`src/sv/bfrws_pkg.sv`:
```
package bfrws_pkg;

    localparam int STORE_BYTES_DEF    = 256;
    localparam int MAX_FIELD_BITS_DEF = 32;

    localparam int REQ_W  = 2;
    localparam int OFF_W  = 11;
    localparam int WID_W  = 6;
    localparam int DATA_W = 32;
    localparam int ST_W   = 2;

    localparam logic [REQ_W-1:0] REQ_UREAD = 2'd0;
    localparam logic [REQ_W-1:0] REQ_SREAD = 2'd1;
    localparam logic [REQ_W-1:0] REQ_WRITE = 2'd2;

    localparam logic [ST_W-1:0] ST_OK        = 2'd0;
    localparam logic [ST_W-1:0] ST_BAD_WIDTH = 2'd1;
    localparam logic [ST_W-1:0] ST_PAST_END  = 2'd2;

    typedef struct packed {
        logic [REQ_W-1:0]  req_type;
        logic [OFF_W-1:0]  bit_offset;
        logic [WID_W-1:0]  field_width;
        logic [DATA_W-1:0] write_value;
    } t_req;

    typedef struct packed {
        logic [DATA_W-1:0] read_data;
        logic [ST_W-1:0]   status;
        logic              do_write;
    } t_res;

endpackage

```
`src/sv/bfrws_bank.sv`:
```
module bfrws_bank #(
    parameter int ROWS  = 32,
    parameter int ROW_W = 5
) (
    input  logic             i_clk,
    input  logic             i_rd_en,
    input  logic [ROW_W-1:0] i_rd_row,
    output logic [7:0]       o_rd_data,
    input  logic             i_wr_en,
    input  logic [ROW_W-1:0] i_wr_row,
    input  logic [7:0]       i_wr_data
);

    logic [7:0] r_mem [ROWS];
    logic [7:0] r_rd_data;

    // read-first: a read and write to the same row in one cycle returns old data
    always_ff @(posedge i_clk) begin
        if (i_wr_en) begin
            r_mem[i_wr_row] <= i_wr_data;
        end
        if (i_rd_en) begin
            r_rd_data <= r_mem[i_rd_row];
        end
    end

    assign o_rd_data = r_rd_data;

endmodule

```
`src/sv/bfrws_field.sv`:
```
module bfrws_field #(
    parameter int STORE_BYTES    = bfrws_pkg::STORE_BYTES_DEF,
    parameter int MAX_FIELD_BITS = bfrws_pkg::MAX_FIELD_BITS_DEF,
    parameter int W              = 64
) (
    input  bfrws_pkg::t_req i_req,
    input  logic [W-1:0]    i_win,
    output bfrws_pkg::t_res o_res,
    output logic [W-1:0]    o_win,
    output logic [W-1:0]    o_mask
);

    localparam int TW = $clog2(W) + 2;

    logic [bfrws_pkg::WID_W-1:0] n;
    logic [2:0]                  s;
    logic [TW-1:0]               t;
    logic [W-1:0]                mask_n;
    logic [W-1:0]                fld;
    logic [W-1:0]                ins;
    logic                        bad_width;
    logic                        past_end;
    logic                        sgn;
    logic [bfrws_pkg::DATA_W-1:0] rd;

    always_comb begin
        n = i_req.field_width;
        s = i_req.bit_offset[2:0];
        // distance from field LSB to window LSB; valid whenever the width is legal
        t = TW'(W) - TW'(s) - TW'(n);
        mask_n = ~({W{1'b1}} << n);
        fld = (i_win >> t) & mask_n;
        sgn = (fld & (mask_n ^ (mask_n >> 1))) != '0;

        bad_width = (n == '0) || (32'(n) > 32'(MAX_FIELD_BITS));
        past_end  = (32'(i_req.bit_offset) + 32'(n)) > 32'(STORE_BYTES * 8);

        rd = 32'(fld);
        if (i_req.req_type == bfrws_pkg::REQ_SREAD && n < 6'd32 && sgn) begin
            rd = rd | ~32'(mask_n);
        end

        ins    = (W'(i_req.write_value) & mask_n) << t;
        o_mask = mask_n << t;
        o_win  = (i_win & ~o_mask) | ins;

        o_res.do_write  = 1'b0;
        o_res.read_data = '0;
        priority if (bad_width) begin
            o_res.status = bfrws_pkg::ST_BAD_WIDTH;
        end else if (past_end) begin
            o_res.status = bfrws_pkg::ST_PAST_END;
        end else if (i_req.req_type == bfrws_pkg::REQ_WRITE) begin
            o_res.status   = bfrws_pkg::ST_OK;
            o_res.do_write = 1'b1;
        end else begin
            o_res.status    = bfrws_pkg::ST_OK;
            o_res.read_data = rd;
        end
    end

endmodule

```
`src/sv/bitfield_read_write_store.sv`:
```
// MSB-first bit-field store. Each request extracts or inserts a field of 1 to
// MAX_FIELD_BITS bits at any bit offset; bit k is bit 7-(k mod 8) of byte k/8.
// The store is split into NB byte-wide banks (8 with default parameters) so
// every byte a field can touch is read at once; the read-modify-write is
// done in the next stage and a one-deep bypass per bank covers a request
// that reads what the previous one writes. One request is taken per cycle
// while o_stall is low; its result passes through the bank read register and
// then the result register, and is held there while i_stall is high. After
// reset the store is cleared row by row with o_stall high.
module bitfield_read_write_store #(
    parameter int STORE_BYTES    = bfrws_pkg::STORE_BYTES_DEF,
    parameter int MAX_FIELD_BITS = bfrws_pkg::MAX_FIELD_BITS_DEF
) (
    input  logic                          i_clk,
    input  logic                          i_rst_n,
    input  logic                          i_valid,
    output logic                          o_stall,
    input  logic [bfrws_pkg::REQ_W-1:0]   i_req_type,
    input  logic [bfrws_pkg::OFF_W-1:0]   i_bit_offset,
    input  logic [bfrws_pkg::WID_W-1:0]   i_field_width,
    input  logic [bfrws_pkg::DATA_W-1:0]  i_write_value,
    output logic                          o_valid,
    input  logic                          i_stall,
    output logic [bfrws_pkg::DATA_W-1:0]  o_read_data,
    output logic [bfrws_pkg::ST_W-1:0]    o_status
);

    localparam int NB    = 2 ** $clog2((MAX_FIELD_BITS + 14) / 8);
    localparam int LB    = $clog2(NB);
    localparam int W     = NB * 8;
    localparam int ROWS  = (STORE_BYTES + NB - 1) / NB;
    localparam int ROW_W = (ROWS > 1) ? $clog2(ROWS) : 1;

    logic                 r_clr_busy;
    logic [ROW_W-1:0]     r_clr_row;
    logic                 r_s1_valid;
    bfrws_pkg::t_req      r_s1_req;
    logic                 r_o_valid;
    logic [bfrws_pkg::DATA_W-1:0] r_o_read_data;
    logic [bfrws_pkg::ST_W-1:0]   r_o_status;
    logic [NB-1:0]        r_byp_vld;
    logic [ROW_W-1:0]     r_byp_row  [NB];
    logic [7:0]           r_byp_data [NB];

    logic                 in_acc;
    logic                 s1_adv;
    logic [LB-1:0]        in_lo;
    logic [ROW_W-1:0]     in_row0;
    logic [LB-1:0]        s1_lo;
    logic [ROW_W-1:0]     s1_row0;
    logic [ROW_W-1:0]     in_row [NB];
    logic [ROW_W-1:0]     s1_row [NB];
    logic [7:0]           bank_rd [NB];
    logic [7:0]           fwd [NB];
    logic [NB-1:0]        wen;
    logic [ROW_W-1:0]     wrow  [NB];
    logic [7:0]           wdata [NB];
    logic [W-1:0]         s1_win;
    logic [W-1:0]         s1_new;
    logic [W-1:0]         s1_mask;
    bfrws_pkg::t_res      s1_res;
    bfrws_pkg::t_req      in_req;

    assign s1_adv  = !r_o_valid || !i_stall;
    assign o_stall = r_clr_busy || (r_s1_valid && !s1_adv);
    assign in_acc  = i_valid && !o_stall;

    assign in_req.req_type    = i_req_type;
    assign in_req.bit_offset  = i_bit_offset;
    assign in_req.field_width = i_field_width;
    assign in_req.write_value = i_write_value;

    assign in_lo   = i_bit_offset[3 +: LB];
    assign in_row0 = ROW_W'(i_bit_offset >> (3 + LB));
    assign s1_lo   = r_s1_req.bit_offset[3 +: LB];
    assign s1_row0 = ROW_W'(r_s1_req.bit_offset >> (3 + LB));

    for (genvar b = 0; b < NB; b++) begin : g_bank
        logic [LB-1:0] kb;

        // banks below the start bank hold bytes of the next row
        assign in_row[b] = (LB'(b) < in_lo) ? in_row0 + ROW_W'(1) : in_row0;
        assign s1_row[b] = (LB'(b) < s1_lo) ? s1_row0 + ROW_W'(1) : s1_row0;

        assign fwd[b] = (r_byp_vld[b] && r_byp_row[b] == s1_row[b]) ?
                        r_byp_data[b] : bank_rd[b];

        assign kb = LB'(b) - s1_lo;

        always_comb begin
            if (r_clr_busy) begin
                wen[b]   = 1'b1;
                wrow[b]  = r_clr_row;
                wdata[b] = '0;
            end else begin
                wen[b]   = r_s1_valid && s1_adv && s1_res.do_write &&
                           (s1_mask[(NB - 1 - int'(kb)) * 8 +: 8] != '0);
                wrow[b]  = s1_row[b];
                wdata[b] = s1_new[(NB - 1 - int'(kb)) * 8 +: 8];
            end
        end

        bfrws_bank #(
            .ROWS  (ROWS),
            .ROW_W (ROW_W)
        ) u_bank (
            .i_clk     (i_clk),
            .i_rd_en   (in_acc),
            .i_rd_row  (in_row[b]),
            .o_rd_data (bank_rd[b]),
            .i_wr_en   (wen[b]),
            .i_wr_row  (wrow[b]),
            .i_wr_data (wdata[b])
        );

        always_ff @(posedge i_clk) begin
            if (!i_rst_n) begin
                r_byp_vld[b] <= 1'b0;
            end else if (wen[b]) begin
                r_byp_vld[b] <= 1'b1;
            end
            if (wen[b]) begin
                r_byp_row[b]  <= wrow[b];
                r_byp_data[b] <= wdata[b];
            end
        end
    end

    // window byte k is store byte (start byte + k), big-endian in the window
    for (genvar k = 0; k < NB; k++) begin : g_win
        assign s1_win[W - 1 - 8 * k -: 8] = fwd[LB'(s1_lo + LB'(k))];
    end

    bfrws_field #(
        .STORE_BYTES    (STORE_BYTES),
        .MAX_FIELD_BITS (MAX_FIELD_BITS),
        .W              (W)
    ) u_field (
        .i_req  (r_s1_req),
        .i_win  (s1_win),
        .o_res  (s1_res),
        .o_win  (s1_new),
        .o_mask (s1_mask)
    );

    always_ff @(posedge i_clk) begin
        if (!i_rst_n) begin
            r_clr_busy <= 1'b1;
            r_clr_row  <= '0;
            r_s1_valid <= 1'b0;
            r_o_valid  <= 1'b0;
        end else begin
            if (r_clr_busy) begin
                r_clr_row <= r_clr_row + ROW_W'(1);
                if (r_clr_row == ROW_W'(ROWS - 1)) begin
                    r_clr_busy <= 1'b0;
                end
            end

            if (in_acc) begin
                r_s1_valid <= 1'b1;
            end else if (s1_adv) begin
                r_s1_valid <= 1'b0;
            end

            if (r_s1_valid && s1_adv) begin
                r_o_valid <= 1'b1;
            end else if (!i_stall) begin
                r_o_valid <= 1'b0;
            end
        end

        if (in_acc) begin
            r_s1_req <= in_req;
        end
        if (r_s1_valid && s1_adv) begin
            r_o_read_data <= s1_res.read_data;
            r_o_status    <= s1_res.status;
        end
    end

    assign o_valid     = r_o_valid;
    assign o_read_data = r_o_read_data;
    assign o_status    = r_o_status;

endmodule

```
`config.mk`:
```
export PLATFORM = sky130hd
export DESIGN_NAME = bitfield_read_write_store
export DESIGN_NICKNAME = d
export VERILOG_FILES = /design/src/sv/bfrws_pkg.sv /design/src/sv/bfrws_bank.sv /design/src/sv/bfrws_field.sv /design/src/sv/bitfield_read_write_store.sv
export SDC_FILE = /design/constraint.sdc
export NUM_CORES = 2
export LEC_CHECK = 0
export BUFFER_PORTS_ARGS = -buffer_cell sky130_fd_sc_hd__buf_2
export CAP_MARGIN = 20
export CORE_ASPECT_RATIO = 0.6
export CORE_UTILIZATION = 65
export CTS_BUF_LIST = sky130_fd_sc_hd__clkbuf_16
export DETAILED_ROUTE_END_ITERATION = 10
export GPL_ROUTABILITY_DRIVEN = 1
export PLACE_DENSITY = 0.88
export SYNTH_ARGS = -nofsm -noshare
export SYNTH_HDL_FRONTEND = slang
export SYNTH_SLANG_ARGS = --single-unit
```
`constraint.sdc`:
```
create_clock -name i_clk -period 13.67 [get_ports i_clk]
set_input_delay 1.367 -clock i_clk [delete_from_list [all_inputs] [get_ports i_clk]]
set_output_delay 1.367 -clock i_clk [all_outputs]
set_load 0.01 [all_outputs]
```
==> results of run 1 <==
-- per-layer routing --
layer,overflow,track usage
met2,829,0.945
met1,388,0.901
met3,398,0.806
met4,487,0.730
met5,54,0.659
-- metrics by stage --
| stage | instances | setup WS, ns |
|---|---|---|
| 2_1_floorplan | 8278 | 5.43 |
| 3_3_place_gp | 10500 | 4.60 |
| 3_5_place_dp | 10500 | 4.60 |
| 4_1_cts | 10900 | 3.95 |
-- cells by family after synthesis --
family / count (synthesis) / synth area share
multiplexers: 1082 / 0.164
XOR/XNOR: 117 / 0.00934
AO/OA/AOI/OAI: 1771 / 0.108
buffers and inverters: 663 / 0.0222
AND/OR/NAND/NOR: 2298 / 0.0924
flip-flops: 2317 / 0.600
adder cells (fa/ha/maj): 30 / 0.00338
==> impl_metrics.toml, run 1 <==
[logic_synthesis]
netlist-cell-type-count = 104
synth_edf_count = 2301
synthFlopType = "edfxtp_1"
yosysTopAreaCell = "edfxtp_1"
ys_top_cells_by_area = "edfxtp_1, mux4_2, mux2i_1"
seq_area_frac_synth = 0.600
syn_area_per_cell_um2 = 14.0
synth_common_cells = "edfxtp_1, nor2_1, mux4_2"
netlist_area_um2 = 116000
async_flop_share = 0
synth_most_common_cell = "edfxtp_1"
syn_nets = 8363
yosys_warnings = 0
yosysTopAreaCellShare = 0.598
synthesis.instances = 8278
ys_ff_latch = 2317

[floorplan]
start_util = 0.657
ios = 91
die_w_um = 547
die_y_um = 329
rows = 119

[placed_design]
dpl-instance-area_um2 = 121000
port_buffers = 90
dp_hpwl_um = 430000
gp_congestion = 1.22

[cts]
clock-sinks = 2317
cts_setup_buffers = 0
cts_buffers = 199
cts_resized = 0
htreeDepth = 4
clockBufferDepth = 4
cts_root_buf = "clkbuf_16"
holdBufCountCts = 0

[status]
stop_stage = "global routing"
status = "aborted with a tool error"
stop_error = "[ERROR GRT-0116] Global routing finished with congestion. Check the congestion regions in the DRC Viewer."

[grt]
grt_pass1_wl_um = 1060000
grt.total_usage = 0.863
grt_start_max_net_pins = 107
grt_overflow = 2156
grt_pass1_vias = 115000
==> run 2: changes to the inputs <==
--- a/config.mk
+++ b/config.mk
@@ -7,12 +7,10 @@
 export LEC_CHECK = 0
 export BUFFER_PORTS_ARGS = -buffer_cell sky130_fd_sc_hd__buf_2
 export CAP_MARGIN = 20
-export CORE_ASPECT_RATIO = 0.6
-export CORE_UTILIZATION = 65
-export CTS_BUF_LIST = sky130_fd_sc_hd__clkbuf_16
+export CORE_UTILIZATION = 40
 export DETAILED_ROUTE_END_ITERATION = 10
 export GPL_ROUTABILITY_DRIVEN = 1
-export PLACE_DENSITY = 0.88
+export PLACE_DENSITY_LB_ADDON = 0.15
 export SYNTH_ARGS = -nofsm -noshare
 export SYNTH_HDL_FRONTEND = slang
 export SYNTH_SLANG_ARGS = --single-unit
==> impl_metrics.toml, run 2 <==
[layout]
nets = 8512
fin_area_um2 = 131000
fillCellCount = 25700
fin_util = 0.455
largest-register = "g_bank.u_bank.r_mem"
final_cell_mix = "edfxtp_1, nor2_1, mux4_2"
mostFrequentLayoutCell = "edfxtp_1"
area_growth_pct = 13.2
drive_gt1_frac = 0.217
multi_input_area_um2 = 45000
regArea_um2 = 69400
largest_reg_flops = 2048

[grt]
grt_start_max_net_pins = 100
grt_pass1_vias = 80100
grt.total_usage = 0.342
grt_overflow = 0
grt_pass1_wl_um = 691000
antenna_found_initial = 34

[floorplan]
ios = 91
die_y_um = 540
die_w_um = 540
fp.coreArea_um2 = 288000
start_util = 0.402
rows = 197
dieArea_um2 = 291000

[cts]
clock-sinks = 2317
clk_latency_ns = 0.96
holdBufCountCts = 0
cts_root_buf = "clkbuf_16"
clk_transition_reported_paths_ns = 0.06
htreeDepth = 4
cts_buffers = 242
cts_setup_buffers = 0
cts_resized = 0
clockBufferDepth = 4
cts_tree = "built"

[logic_synthesis]
seq_area_frac_synth = 0.600
yosys_warnings = 0
yosysTopAreaCellShare = 0.598
yosysTopAreaCell = "edfxtp_1"
ys_top_cells_by_area = "edfxtp_1, mux4_2, mux2i_1"
synth_edf_count = 2301
synth_common_cells = "edfxtp_1, nor2_1, mux4_2"
synthFlopType = "edfxtp_1"
async_flop_share = 0
syn_nets = 8363
synthesis.instances = 8278
synth_most_common_cell = "edfxtp_1"
syn_area_per_cell_um2 = 14.0
netlist-cell-type-count = 104
netlist_area_um2 = 116000
ys_ff_latch = 2317

[sta]
finalCriticalPeriod_ns = 10.22
maxSlewViolCount = 0
period_share = 0.748
setup_ws_ns = 3.45
setup_viol = 0
holdWs_ns = 0.491
final_hold_viol_count = 0
setup_tns_ns = 0
fmax_mhz = 97.8
skew_ns = 0.108
slew_headroom = 0.0836
worst_pin_slew_ns = 1.37
rsz0062_at_grt = "false"

[detailed_routing]
ant_nets = 0
first_iter_violations = 11700
wirelength_um = 507000
vias = 83100
drcViolationCount = 0
first_pass_iters = 10
wl_per_cell_um = 40.8
vias_per_cell = 6.68

[placed_design]
port_buffers = 90
dpl-instance-area_um2 = 123000
dp_hpwl_um = 372000
gp_congestion = 1.04
pre_cts_slack_ns = 4.04

[pwr]
clockPowerShare = 0.432
seqPwrFrac = 0.516
peakVddDrop_mv = 0.146
p_int_mw = 11.8
p_sw_mw = 3.33
sw_frac_of_total = 0.220
p_leak_nw = 42.5
powerDensity_nw_per_um2 = 116
comb_power_share = 0.052

[worst_setup_path]
crit_fanout = 32
reg2reg_depth = 20
crit_path_start_kind = "register"
crit_path_end_kind = "register"
rr_startpoint = "r_s1_req[44]$_DFFE_PP_"
r2r_setup_slack_ns = 3.45
cp.arrival_ns = 10.83
reg2reg_to = "o_read_data[1]$_SDFFCE_PP0P_"
worstPathRequired_ns = 14.28
path_class = "register to register"

[worst_hold_path]
hold_end = "r_byp_vld[0]$_SDFFE_PN0P_"
min_path_type = "register to register"
holdCritStartpoint = "r_byp_vld[0]$_SDFFE_PN0P_"
hold_depth = 1

[status]
status = "complete, no violations"

[run]
max_cap_violations = 0
==> run 2: cell counts after synthesis <==
No cell type changed its count.
==> run 2: power by group through the flow <==
stage	Clock [mW]	Combinational [mW]	Sequential [mW]
finish	6.54	0.785	7.81
global route	6.89	0.825	7.81
CTS	6.66	0.793	7.81
detailed placement	0	0.791	7.96
global placement	0	0.788	7.96
floorplan	0	0.504	7.95
==> run 2: worst max path at each step <==
stage | from | to | slack, ns
detailed placement | r_s1_req[44]$_DFFE_PP_ | o_read_data[1]$_SDFFCE_PP0P_ | 4.04
global placement | r_s1_req[44]$_DFFE_PP_ | o_read_data[25]$_SDFFCE_PP0P_ | 3.91
finish | r_s1_req[44]$_DFFE_PP_ | o_read_data[1]$_SDFFCE_PP0P_ | 3.45
CTS | r_s1_req[44]$_DFFE_PP_ | o_read_data[1]$_SDFFCE_PP0P_ | 4.05
floorplan | r_s1_req[32]$_DFFE_PP_ | g_bank[0].u_bank.r_mem[0][4]$_DFFE_PP_ | 5.43
global route | r_s1_req[42]$_DFFE_PP_ | o_read_data[1]$_SDFFCE_PP0P_ | 3.86
==> run 2: per-layer routing <==
layer / vias to the layer above / routed length [um] / GRT usage
li1: 33900 / - / -
met1: 43400 / 210000 / 0.474
met2: 4842 / 224000 / 0.516
met3: 984 / 40900 / 0.0563
met4: 12 / 32300 / 0.185
met5: - / 81 / 0
==> run 2: per-stage QoR <==
stage | total power, mW | std cells
floorplan | 8.45 | 8278
global placement | 8.75 | 11900
detailed placement | 8.75 | 12000
CTS | 15.3 | 12400
global route | 15.5 | 12400
finish | 15.1 | 12400
==> run 2: layout make-up <==
cell class                      instances  area share
Antenna cell                           31    0.000593
Clock buffer                          289      0.0480
Clock inverter                        161      0.0120
Inverter                               77     0.00226
Multi-Input combinational cell       5298       0.344
Sequential cell                      2317       0.530
Tap cell                             3781      0.0361
Timing Repair Buffer                  491      0.0268
==> run 2: kinds of logic after synthesis <==
logic type / count (synthesis) / share of synthesized area
flops: 2317 / 0.600
xor+xnor: 117 / 0.00934
simple gates: 2298 / 0.0924
fa+ha+maj: 30 / 0.00338
compound gates: 1771 / 0.108
buf+inv: 663 / 0.0222
mux: 1082 / 0.164
==> run 2: critical path, cell delays in order (launching register included) <==
cell and delay (ns):
edfxtp_1 0.31, buf_4 0.40, ha_1 0.88, nand4_1 0.31
xnor2_1 0.24, nand4_1 0.37, nor2_1 0.23, a311oi_1 0.79
nand4_1 0.94, o22ai_1 1.08, o22ai_1 0.22, a21oi_1 0.85
mux2_2 0.45, nor3_1 0.07, a211oi_1 0.91, o32ai_1 0.29
nor4_1 0.51, nand2_1 0.23, o31ai_4 0.25, buf_4 0.39
o21ai_0 0.17
Power figures use the tool's default switching activity.
